[src/design/igmp_pkg.sv]
// Package for the IGMPv2 router group membership block.
// Holds payload structs, code and state enums and a shared helper; no dependencies.
`timescale 1ns / 1ps
`default_nettype none
package igmp_pkg;
    localparam int GROUPS = 16;
    localparam int IDX_W = (GROUPS > 1) ? $clog2(GROUPS) : 1;
    localparam int CNT_W = $clog2(GROUPS + 1);

    typedef enum logic [1:0] {KIND_TICK, KIND_REPORT, KIND_LEAVE, KIND_QUERY} kind_t;
    typedef enum logic [1:0] {ACT_GENQ, ACT_GRPQ, ACT_ADD, ACT_REMOVE} act_t;
    typedef enum logic [1:0] {ROLE_INITIAL, ROLE_QUERIER, ROLE_NON_QUERIER, ROLE_UNUSED} role_t;
    typedef enum logic [1:0] {ST_NONE, ST_PRESENT, ST_CHECKING, ST_UNUSED} est_t;
    typedef enum logic [2:0] {
        CFG_OWN, CFG_QP, CFG_QRT, CFG_MT, CFG_OQT, CFG_SQP, CFG_LMP, CFG_LMC
    } cfg_idx_t;
    typedef enum logic [2:0] {S_IDLE, S_HEAD, S_SCAN, S_APPLY, S_EMIT, S_WAIT} seq_t;

    typedef struct packed {
        logic [1:0]  kind;
        logic [31:0] group_addr;
        logic [31:0] sender_addr;
        logic [15:0] resp_time;
    } in_item_t;

    typedef struct packed {
        logic [1:0]  action;
        logic [31:0] out_group;
        logic [15:0] out_resp_time;
        logic        last;
    } out_item_t;

    typedef struct packed {
        logic [15:0] query_period;
        logic [15:0] query_response_time;
        logic [15:0] membership_timeout;
        logic [15:0] other_querier_timeout;
        logic [15:0] startup_query_period;
        logic [15:0] last_member_period;
        logic [3:0]  last_member_count;
    } cfg_t;

    function automatic logic [15:0] at_least_one(input logic [15:0] v);
        return (v == 16'd0) ? 16'd1 : v;
    endfunction
endpackage
`default_nettype wire

[src/design/igmp_mul.sv]
// Shared shift-add multiplier: 16 x 4 bits, one multiplier bit per cycle.
// Depends on igmp_pkg.
`timescale 1ns / 1ps
`default_nettype none
module igmp_mul (
    input  wire logic        clk,
    input  wire logic        rst_n,
    input  wire logic        start,
    input  wire logic [15:0] a,
    input  wire logic [3:0]  b,
    output logic             done,
    output logic [19:0]      product
);
    import igmp_pkg::*;
    logic [19:0] acc_reg, acc_next, a_reg, a_next;
    logic [3:0]  b_reg, b_next;
    logic [2:0]  cnt_reg, cnt_next;
    logic        busy_reg, busy_next;

    always_comb
    begin
        acc_next = acc_reg; a_next = a_reg; b_next = b_reg;
        cnt_next = cnt_reg; busy_next = busy_reg;
        if (start)
        begin
            acc_next = 20'd0; a_next = {4'd0, a}; b_next = b;
            cnt_next = 3'd4; busy_next = 1'b1;
        end
        else if (busy_reg)
        begin
            if (b_reg[0]) acc_next = acc_reg + a_reg;
            a_next = a_reg << 1; b_next = b_reg >> 1;
            cnt_next = cnt_reg - 3'd1;
            if (cnt_reg == 3'd1) busy_next = 1'b0;
        end
    end

    always_ff @(posedge clk or negedge rst_n)
    begin
        if (!rst_n)
        begin
            busy_reg <= 1'b0; cnt_reg <= 3'd0;
        end
        else
        begin
            busy_reg <= busy_next; cnt_reg <= cnt_next;
        end
    end

    always_ff @(posedge clk)
    begin
        acc_reg <= acc_next; a_reg <= a_next; b_reg <= b_next;
    end

    assign done = busy_reg && (cnt_reg == 3'd1);
    assign product = acc_next;
endmodule
`default_nettype wire

[src/design/igmp_router_group_membership.sv]
// Top level of the IGMPv2 router group membership block.
// Uses igmp_pkg and igmp_mul.
//
// Usage: items enter on in_valid/in_ready/in_data (ticks, reports, leaves,
// queries); results leave on out_valid/out_ready/out_data, the final result
// of an item carries last. Configuration is written with cfg_we/cfg_index/
// cfg_data while idle. One item at a time: the sequencer walks the group
// table once per item with one shared compare/decrement unit, one entry a
// cycle unless an output stall holds the scan. An item passes through a
// head state, a scan over every entry, an apply state and an emit state
// before the block is idle again, plus a wait on the serial multiply for a
// leave or group-specific query that sets a leave time, plus any stall by
// the receiver. Results found during the scan leave while the scan goes on.
// in_ready is low while an item is being worked on. A stall on the output
// holds the scan where it is; nothing is dropped. Reset returns the role to
// initial, stops the query timer and clears all valid bits; no clearing pass
// is needed.
`timescale 1ns / 1ps
`default_nettype none
module igmp_router_group_membership (
    input  wire logic               clk,
    input  wire logic               rst_n,
    input  wire logic               in_valid,
    output logic                    in_ready,
    input  wire igmp_pkg::in_item_t in_data,
    output logic                    out_valid,
    input  wire logic               out_ready,
    output igmp_pkg::out_item_t     out_data,
    input  wire logic               cfg_we,
    input  wire logic [2:0]         cfg_index,
    input  wire logic [31:0]        cfg_data
);
    import igmp_pkg::*;

    logic [31:0] own_reg;
    cfg_t        cfg_reg;
    role_t       role_reg, role_next;
    logic [15:0] qcd_reg, qcd_next;
    logic [GROUPS-1:0] val_reg, val_next;
    logic [31:0] grp_mem [GROUPS];
    est_t        st_reg  [GROUPS];
    logic [19:0] lcd_reg [GROUPS];
    logic [15:0] rcd_reg [GROUPS];

    seq_t        seq_reg, seq_next;
    in_item_t    item_reg;
    logic [IDX_W-1:0] idx_reg, idx_next;
    logic        hit_reg, hit_next, free_found_reg, free_found_next;
    logic [IDX_W-1:0] hit_idx_reg, hit_idx_next, free_idx_reg, free_idx_next;
    out_item_t   pend_reg, pend_next;
    logic        pend_v_reg, pend_v_next;
    out_item_t   obuf_reg;
    logic        obuf_v_reg;

    // entry write port
    logic        ew;
    logic [IDX_W-1:0] ew_idx;
    logic        ew_valid, ew_grp_we;
    est_t        ew_st;
    logic [19:0] ew_lcd;
    logic [15:0] ew_rcd;

    logic        mul_start, mul_done;
    logic [15:0] mul_a;
    logic [19:0] mul_p;
    logic        scan_last, emit_now, obuf_free, emit_last;
    logic [15:0] lmp1;
    logic [3:0]  lmc1;
    out_item_t   scan_res;
    logic        scan_res_v;

    assign lmc1 = (cfg_reg.last_member_count == 4'd0) ? 4'd1 : cfg_reg.last_member_count;

    igmp_mul u_mul (
        .clk(clk), .rst_n(rst_n), .start(mul_start), .a(mul_a),
        .b(lmc1), .done(mul_done), .product(mul_p)
    );

    assign lmp1      = at_least_one(cfg_reg.last_member_period);
    assign scan_last = (idx_reg == IDX_W'(GROUPS - 1));
    assign obuf_free = !obuf_v_reg || out_ready;
    assign in_ready  = (seq_reg == S_IDLE);
    assign out_valid = obuf_v_reg;
    assign out_data  = obuf_reg;
    assign mul_a     = (item_reg.kind == KIND_LEAVE) ? lmp1 : at_least_one(item_reg.resp_time);
    assign mul_start = (seq_reg == S_APPLY) && (
        (item_reg.kind == KIND_LEAVE && hit_reg && st_reg[hit_idx_reg] == ST_PRESENT
            && role_reg == ROLE_QUERIER)
        || (item_reg.kind == KIND_QUERY && item_reg.group_addr != 32'd0 && hit_reg
            && st_reg[hit_idx_reg] == ST_PRESENT && role_reg == ROLE_NON_QUERIER));

    always_comb
    begin
        seq_next = seq_reg; idx_next = idx_reg;
        hit_next = hit_reg; hit_idx_next = hit_idx_reg;
        free_found_next = free_found_reg; free_idx_next = free_idx_reg;
        role_next = role_reg; qcd_next = qcd_reg; val_next = val_reg;
        pend_next = pend_reg; pend_v_next = pend_v_reg; emit_now = 1'b0;
        ew = 1'b0; ew_idx = idx_reg; ew_valid = 1'b0; ew_grp_we = 1'b0;
        ew_st = ST_NONE; ew_lcd = 20'd0; ew_rcd = 16'd0;
        scan_res = '0; scan_res_v = 1'b0;
        case (seq_reg)
            S_IDLE:
            begin
                if (in_valid)
                begin
                    seq_next = S_HEAD; idx_next = '0; hit_next = 1'b0;
                    free_found_next = 1'b0; pend_v_next = 1'b0;
                end
            end
            S_HEAD:
            begin
                if (item_reg.kind == KIND_TICK)
                begin
                    if (role_reg == ROLE_INITIAL)
                    begin
                        role_next = ROLE_QUERIER;
                        qcd_next = at_least_one(cfg_reg.startup_query_period);
                        pend_next = '{ACT_GENQ, 32'd0, cfg_reg.query_response_time, 1'b0};
                        pend_v_next = 1'b1;
                    end
                    else if (qcd_reg != 16'd0)
                    begin
                        qcd_next = qcd_reg - 16'd1;
                        if (qcd_reg == 16'd1)
                        begin
                            role_next = ROLE_QUERIER;
                            qcd_next = at_least_one(cfg_reg.query_period);
                            pend_next = '{ACT_GENQ, 32'd0, cfg_reg.query_response_time, 1'b0};
                            pend_v_next = 1'b1;
                        end
                    end
                end
                else if (item_reg.kind == KIND_QUERY && item_reg.sender_addr < own_reg)
                begin
                    role_next = ROLE_NON_QUERIER;
                    qcd_next = at_least_one(cfg_reg.other_querier_timeout);
                end
                seq_next = S_SCAN;
            end
            S_SCAN:
            begin
                if (item_reg.kind == KIND_TICK)
                begin
                    if (val_reg[idx_reg])
                    begin
                        ew = 1'b1; ew_valid = 1'b1; ew_st = st_reg[idx_reg];
                        ew_lcd = lcd_reg[idx_reg]; ew_rcd = rcd_reg[idx_reg];
                        if (lcd_reg[idx_reg] == 20'd1)
                        begin
                            ew_valid = 1'b0; ew_st = ST_NONE;
                            ew_lcd = 20'd0; ew_rcd = 16'd0;
                            scan_res = '{ACT_REMOVE, grp_mem[idx_reg], 16'd0, 1'b0};
                            scan_res_v = 1'b1;
                        end
                        else
                        begin
                            if (lcd_reg[idx_reg] != 20'd0)
                                ew_lcd = lcd_reg[idx_reg] - 20'd1;
                            if (rcd_reg[idx_reg] == 16'd1)
                            begin
                                ew_rcd = lmp1; ew_st = ST_CHECKING;
                                if (role_reg == ROLE_QUERIER)
                                begin
                                    scan_res = '{ACT_GRPQ, grp_mem[idx_reg], lmp1, 1'b0};
                                    scan_res_v = 1'b1;
                                end
                            end
                            else if (rcd_reg[idx_reg] != 16'd0)
                                ew_rcd = rcd_reg[idx_reg] - 16'd1;
                        end
                        val_next[idx_reg] = ew_valid;
                    end
                end
                else
                begin
                    if (val_reg[idx_reg] && grp_mem[idx_reg] == item_reg.group_addr
                        && !hit_reg)
                    begin
                        hit_next = 1'b1; hit_idx_next = idx_reg;
                    end
                    if (!val_reg[idx_reg] && !free_found_reg)
                    begin
                        free_found_next = 1'b1; free_idx_next = idx_reg;
                    end
                end
                if (scan_res_v && pend_v_reg && !obuf_free)
                begin
                    ew = 1'b0; val_next = val_reg;
                end
                else
                begin
                    if (scan_res_v)
                    begin
                        emit_now = pend_v_reg; pend_next = scan_res; pend_v_next = 1'b1;
                    end
                    if (scan_last)
                        seq_next = S_APPLY;
                    else
                        idx_next = idx_reg + IDX_W'(1);
                end
            end
            S_APPLY:
            begin
                seq_next = S_EMIT;
                if (item_reg.kind == KIND_REPORT)
                begin
                    ew_lcd = 20'(at_least_one(cfg_reg.membership_timeout));
                    ew_st = ST_PRESENT; ew_valid = 1'b1;
                    if (hit_reg)
                    begin
                        ew = 1'b1; ew_idx = hit_idx_reg;
                        ew_rcd = (st_reg[hit_idx_reg] == ST_CHECKING) ? 16'd0
                                 : rcd_reg[hit_idx_reg];
                        if (st_reg[hit_idx_reg] == ST_NONE)
                        begin
                            pend_next = '{ACT_ADD, item_reg.group_addr, 16'd0, 1'b0};
                            pend_v_next = 1'b1;
                        end
                    end
                    else if (free_found_reg)
                    begin
                        ew = 1'b1; ew_idx = free_idx_reg; ew_grp_we = 1'b1;
                        val_next[free_idx_reg] = 1'b1;
                        pend_next = '{ACT_ADD, item_reg.group_addr, 16'd0, 1'b0};
                        pend_v_next = 1'b1;
                    end
                end
                else if (mul_start)
                    seq_next = S_WAIT;
            end
            S_WAIT:
            begin
                if (mul_done)
                begin
                    ew = 1'b1; ew_idx = hit_idx_reg; ew_valid = 1'b1;
                    ew_st = ST_CHECKING; ew_lcd = mul_p;
                    if (item_reg.kind == KIND_LEAVE)
                    begin
                        ew_rcd = lmp1;
                        pend_next = '{ACT_GRPQ, item_reg.group_addr, lmp1, 1'b0};
                        pend_v_next = 1'b1;
                    end
                    else
                        ew_rcd = rcd_reg[hit_idx_reg];
                    seq_next = S_EMIT;
                end
            end
            S_EMIT:
            begin
                if (!pend_v_reg)
                    seq_next = S_IDLE;
                else if (obuf_free)
                begin
                    emit_now = 1'b1; pend_v_next = 1'b0; seq_next = S_IDLE;
                end
            end
            default: seq_next = S_IDLE;
        endcase
    end

    // mark last on the result held back until S_EMIT
    assign emit_last = (seq_reg == S_EMIT);

    always_ff @(posedge clk or negedge rst_n)
    begin
        if (!rst_n)
        begin
            seq_reg <= S_IDLE; role_reg <= ROLE_INITIAL; qcd_reg <= 16'd0;
            val_reg <= '0; pend_v_reg <= 1'b0; obuf_v_reg <= 1'b0;
            own_reg <= 32'd0;
            cfg_reg <= '{16'd125, 16'd10, 16'd260, 16'd255, 16'd31, 16'd1, 4'd2};
            for (int i = 0; i < GROUPS; i++)
            begin
                st_reg[i] <= ST_NONE; lcd_reg[i] <= 20'd0; rcd_reg[i] <= 16'd0;
            end
        end
        else
        begin
            seq_reg <= seq_next; role_reg <= role_next; qcd_reg <= qcd_next;
            val_reg <= val_next; pend_v_reg <= pend_v_next;
            if (emit_now)
                obuf_v_reg <= 1'b1;
            else if (out_ready)
                obuf_v_reg <= 1'b0;
            if (ew)
            begin
                st_reg[ew_idx] <= ew_st; lcd_reg[ew_idx] <= ew_lcd;
                rcd_reg[ew_idx] <= ew_rcd;
            end
            if (cfg_we)
            begin
                case (cfg_idx_t'(cfg_index))
                    CFG_OWN: own_reg <= cfg_data;
                    CFG_QP:  cfg_reg.query_period <= cfg_data[15:0];
                    CFG_QRT: cfg_reg.query_response_time <= cfg_data[15:0];
                    CFG_MT:  cfg_reg.membership_timeout <= cfg_data[15:0];
                    CFG_OQT: cfg_reg.other_querier_timeout <= cfg_data[15:0];
                    CFG_SQP: cfg_reg.startup_query_period <= cfg_data[15:0];
                    CFG_LMP: cfg_reg.last_member_period <= cfg_data[15:0];
                    CFG_LMC: cfg_reg.last_member_count <= cfg_data[3:0];
                    default: ;
                endcase
            end
        end
    end

    always_ff @(posedge clk)
    begin
        if (seq_reg == S_IDLE && in_valid)
            item_reg <= in_data;
        idx_reg <= idx_next; hit_reg <= hit_next; hit_idx_reg <= hit_idx_next;
        free_found_reg <= free_found_next; free_idx_reg <= free_idx_next;
        pend_reg <= pend_next;
        if (ew_grp_we)
            grp_mem[ew_idx] <= item_reg.group_addr;
        if (emit_now)
        begin
            obuf_reg <= pend_reg;
            obuf_reg.last <= emit_last;
        end
    end

    property p_busy_no_ready;
        @(posedge clk) disable iff (!rst_n) (seq_reg != S_IDLE) |-> !in_ready;
    endproperty
    a_busy: assert property (p_busy_no_ready) else $error("ready while busy");
    a_hold: assert property (@(posedge clk) disable iff (!rst_n)
        (out_valid && !out_ready) |=> out_valid && $stable(out_data))
        else $error("output dropped under stall");
    a_role: assert property (@(posedge clk) disable iff (!rst_n)
        role_reg != ROLE_UNUSED) else $error("unused role");
    a_emit: assert property (@(posedge clk) disable iff (!rst_n)
        emit_now |-> pend_v_reg) else $error("emit without pending result");
endmodule
`default_nettype wire
[config.mk]
export PLATFORM = sky130hd
export DESIGN_NAME = igmp_router_group_membership
export DESIGN_NICKNAME = d
export VERILOG_FILES = /design/src/design/igmp_pkg.sv /design/src/design/igmp_mul.sv /design/src/design/igmp_router_group_membership.sv
export SDC_FILE = /design/constraint.sdc
export NUM_CORES = 2
export LEC_CHECK = 0
export BUFFER_PORTS_ARGS = -buffer_cell sky130_fd_sc_hd__buf_4
export CAP_MARGIN = 40
export CORE_MARGIN = 10
export CORE_UTILIZATION = 60
export DETAILED_ROUTE_END_ITERATION = 8
export PLACE_DENSITY = 0.77
export SETUP_SLACK_MARGIN = 0.2
export SYNTH_ARGS = -nofsm -noshare
export SYNTH_HDL_FRONTEND = slang
export SYNTH_HIERARCHICAL = 1
export SYNTH_SLANG_ARGS = --single-unit
[constraint.sdc]
create_clock -name clk -period 10.1 [get_ports clk]
set_input_delay 1.01 -clock clk [delete_from_list [all_inputs] [get_ports clk]]
set_output_delay 1.01 -clock clk [all_outputs]
set_load 0.01 [all_outputs]
==> impl_metrics.tcl <==
set metrics [dict create \
    required_ps 10540 \
    powerDensity_nw_per_um2 233 \
    drv_slew 0 \
    numCtsBuffers 155 \
    cts-hold-fix-buffers 0 \
    grt_max_degree 178 \
    fmaxAchievable_mhz 150 \
    syn_nets 4615 \
    vias_per_cell 6.92 \
    finalSetupViolCount 0 \
    numPortBuffers 174 \
    ys_types 107 \
    ios 175 \
    initialDrtViolationCount 5166 \
    synth_area_leaders "edfxtp_1, dfrtp_1, mux4_2, mux2_2, o22a_1" \
    rsz0062_at_grt "false" \
    grt_pass1_vias 44200 \
    setup_ws_ps 3450 \
    switchingPower_uw 5660 \
    max_stage_delay_ps 640 \
    fin_skew_ps 43.6 \
    tightest_slew_ps 1230 \
    cts_sinks 1540 \
    fin_setup_tns_ps 0 \
    cp-start-kind "register" \
    ir_drop_mv 0.252 \
    seq_area_frac_synth_pct 59.8 \
    syn_to_final_growth_pct 11.7 \
    reg2reg_from "idx_reg[0]" \
    fill_cells 7537 \
    synth_flop_cell "dfrtp_1" \
    routedWlPerCell_um 30.6 \
    reg2reg_slack_ps 3450 \
    htreeDepth 4 \
    power_frac_clock_pct 32.6 \
    drt_first_pass_iters 6 \
    grt_remaining_overflow 0 \
    ant_nets 0 \
    synth_edf_count 729 \
    wl_mm 191 \
    final_common_cell "dfrtp_1" \
    path_cells "buf_4 > buf_4 > mux4_2 > a22o_1 > nor2_1 > nand4_1 > or2_1 > or3_1 > a21oi_4 > buf_4 > o21ai_0 > nor2_4 > buf_4" \
    largest_reg_flops 512 \
    gr-usage-all-layers_pct 29.1 \
    place_ws_ps 3580 \
    async_reset_ff_share_pct 50.8 \
    hold_ws_ps 244 \
    ys_ff_latch 1540 \
    crit_fanout 35 \
    power.static_leakage_uw 0.0304 \
    die_area_sq_um 131000 \
    cp_common_cell "buf_4" \
    yosysTopAreaCellShare_pct 31.1 \
    initial_utilization_pct 60.5 \
    cts_setup_buffers 0 \
    tritoncts "built" \
    route.detailed.drc 0 \
    rr_worst_depth 13 \
    drv_cap 0 \
    critical-path-slowest-cell "buf_4" \
    finalCritPeriodShare_pct 65.8 \
    clock_latency_ps 820 \
    nNetsFinal 4755 \
    fp.dieH_um 362 \
    cts_max_path_buffers 3 \
    rows 125 \
    die_w_um 362 \
    cts.clk_slew.worst_paths_ps 60 \
    antenna_found_initial 5 \
    switching_share_pct 30.9 \
    combPwrFrac_pct 24.1 \
    drive_gt1_share_pct 34.3 \
    yosys_warnings 6 \
    synth_area_sq_um 70400 \
    synthCells 4428 \
    ctsResizeCount 0 \
    seqPwrFrac_pct 43.3 \
    syn_avg_cell_area_sq_um 15.9 \
    num_vias 43000 \
    gp_congestion 0.952 \
    relSlewSlack_pct 18.1 \
    worst_ep_arrival_time_ps 7090 \
    core_area_sq_um 116000 \
    hold_viol_final 0 \
    yosysTopAreaCell "edfxtp_1" \
    min_path_type "in2async" \
    period_minus_slack_ps 6650 \
    crit_type "reg2reg" \
    dp_hpwl_mm 113 \
    p_int_uw 12700 \
    grt_pass1_wl_mm 288 \
    layout_common_cells "dfrtp_1, edfxtp_1, mux2_2, mux4_2, buf_4" \
    status "complete, no violations" \
    cp-end-kind "register" \
    r2r-end "out_data[24]" \
    clockRootBuffer "clkbuf_16" \
]
## through the flow
stage / util, % / total power [uW] / instances / instance area, sq um
after CTS: 67.5 / 18300 / 6218 / 78600
after detailed placement: 63.0 / 12300 / 5935 / 73300
after global routing: 67.5 / 18900 / 6218 / 78600
after floorplan: - / 11000 / 4428 / 70400
final: 67.5 / 18300 / 6219 / 78600
after global placement: 62.7 / 12200 / 5910 / 73000
## synth_stat cells, drive strengths merged (14+ instances only)
cell     number
a22oi        77
a22o         70
a31oi        24
o211ai       14
edfxtp      729
nand4        34
a2bb2oi      18
or3          15
nand2b       23
mux4        407
dfrtp       758
mux2        637
clkbuf      128
nand3        51
dfstp        25
xnor2        51
xor2         19
and3         18
nor3         47
inv          58
o21ai        99
nor4         41
nor2        138
buf         183
o22a        116
a21oi       100
ha           64
a21o         30
and2         19
nand2       219
dfxtp        28
mux2i        16
## how the worst max path moves through the flow
stage | startpoint | endpoint | slack (ps) | cells past startpoint
3_5_place_dp | idx_reg[0] | out_data[19] | 3580 | 13
3_3_place_gp | idx_reg[0] | out_data[42] | 3720 | 15
6_report | idx_reg[0] | out_data[24] | 3450 | 13
5_1_grt | idx_reg[0] | out_data[24] | 3060 | 15
2_1_floorplan | in_valid | register | 2220 | 5
4_1_cts | idx_reg[0] | out_data[24] | 3520 | 15
## per-layer routing
metal  wire [um]  GRT usage (%)  vias to the layer above
met5          29              0                        -
met4        8800           12.7                        6
met3       18700           6.62                      525
met2       90800           46.0                     2499
met1       72200           38.9                    22300
li1            -              -                    17700
## logic make-up after synthesis
| logic type | count (synthesis) | synth area share, % |
|---|---|---|
| muxes | 1060 | 23.6 |
| buffers and inverters | 370 | 2.77 |
| xor gates and xnor gates | 70 | 0.871 |
| AOI/OAI and AO/OA | 663 | 7.05 |
| DFF | 1540 | 59.8 |
| adders and majority gates | 65 | 1.17 |
| and+or+nand+nor | 660 | 4.72 |
## power by group through the flow
stage / combinational [uW] / sequential, uW / clock, uW
floorplan: 3190 / 7810 / 0
global placement: 4190 / 8040 / 0
detailed placement: 4320 / 8020 / 0
CTS: 4390 / 7920 / 6030
global route: 4680 / 8000 / 6270
finish: 4420 / 7930 / 5970
## layout make-up
class | instances | area [sq um] | share of cell area, %
Antenna cell | 1 | 2.50 | 0.00318
Clock buffer | 203 | 4240 | 5.40
Timing Repair Buffer | 294 | 2420 | 3.08
Tap cell | 1524 | 1910 | 2.43
Sequential cell | 1540 | 42100 | 53.5
Clock inverter | 80 | 1040 | 1.33
Multi-Input combinational cell | 2518 | 26700 | 33.9
Inverter | 59 | 221 | 0.282
## worst max-delay path: cells and delay by family (launching register included)
family	cells	cell delay [ps]
buffers and inverters	4	2290
and+or+nand+nor	5	2130
AOI/OAI and AO/OA	3	780
muxes	1	580
DFF	1	400
Note: power is estimated with default switching activity, not from simulation.
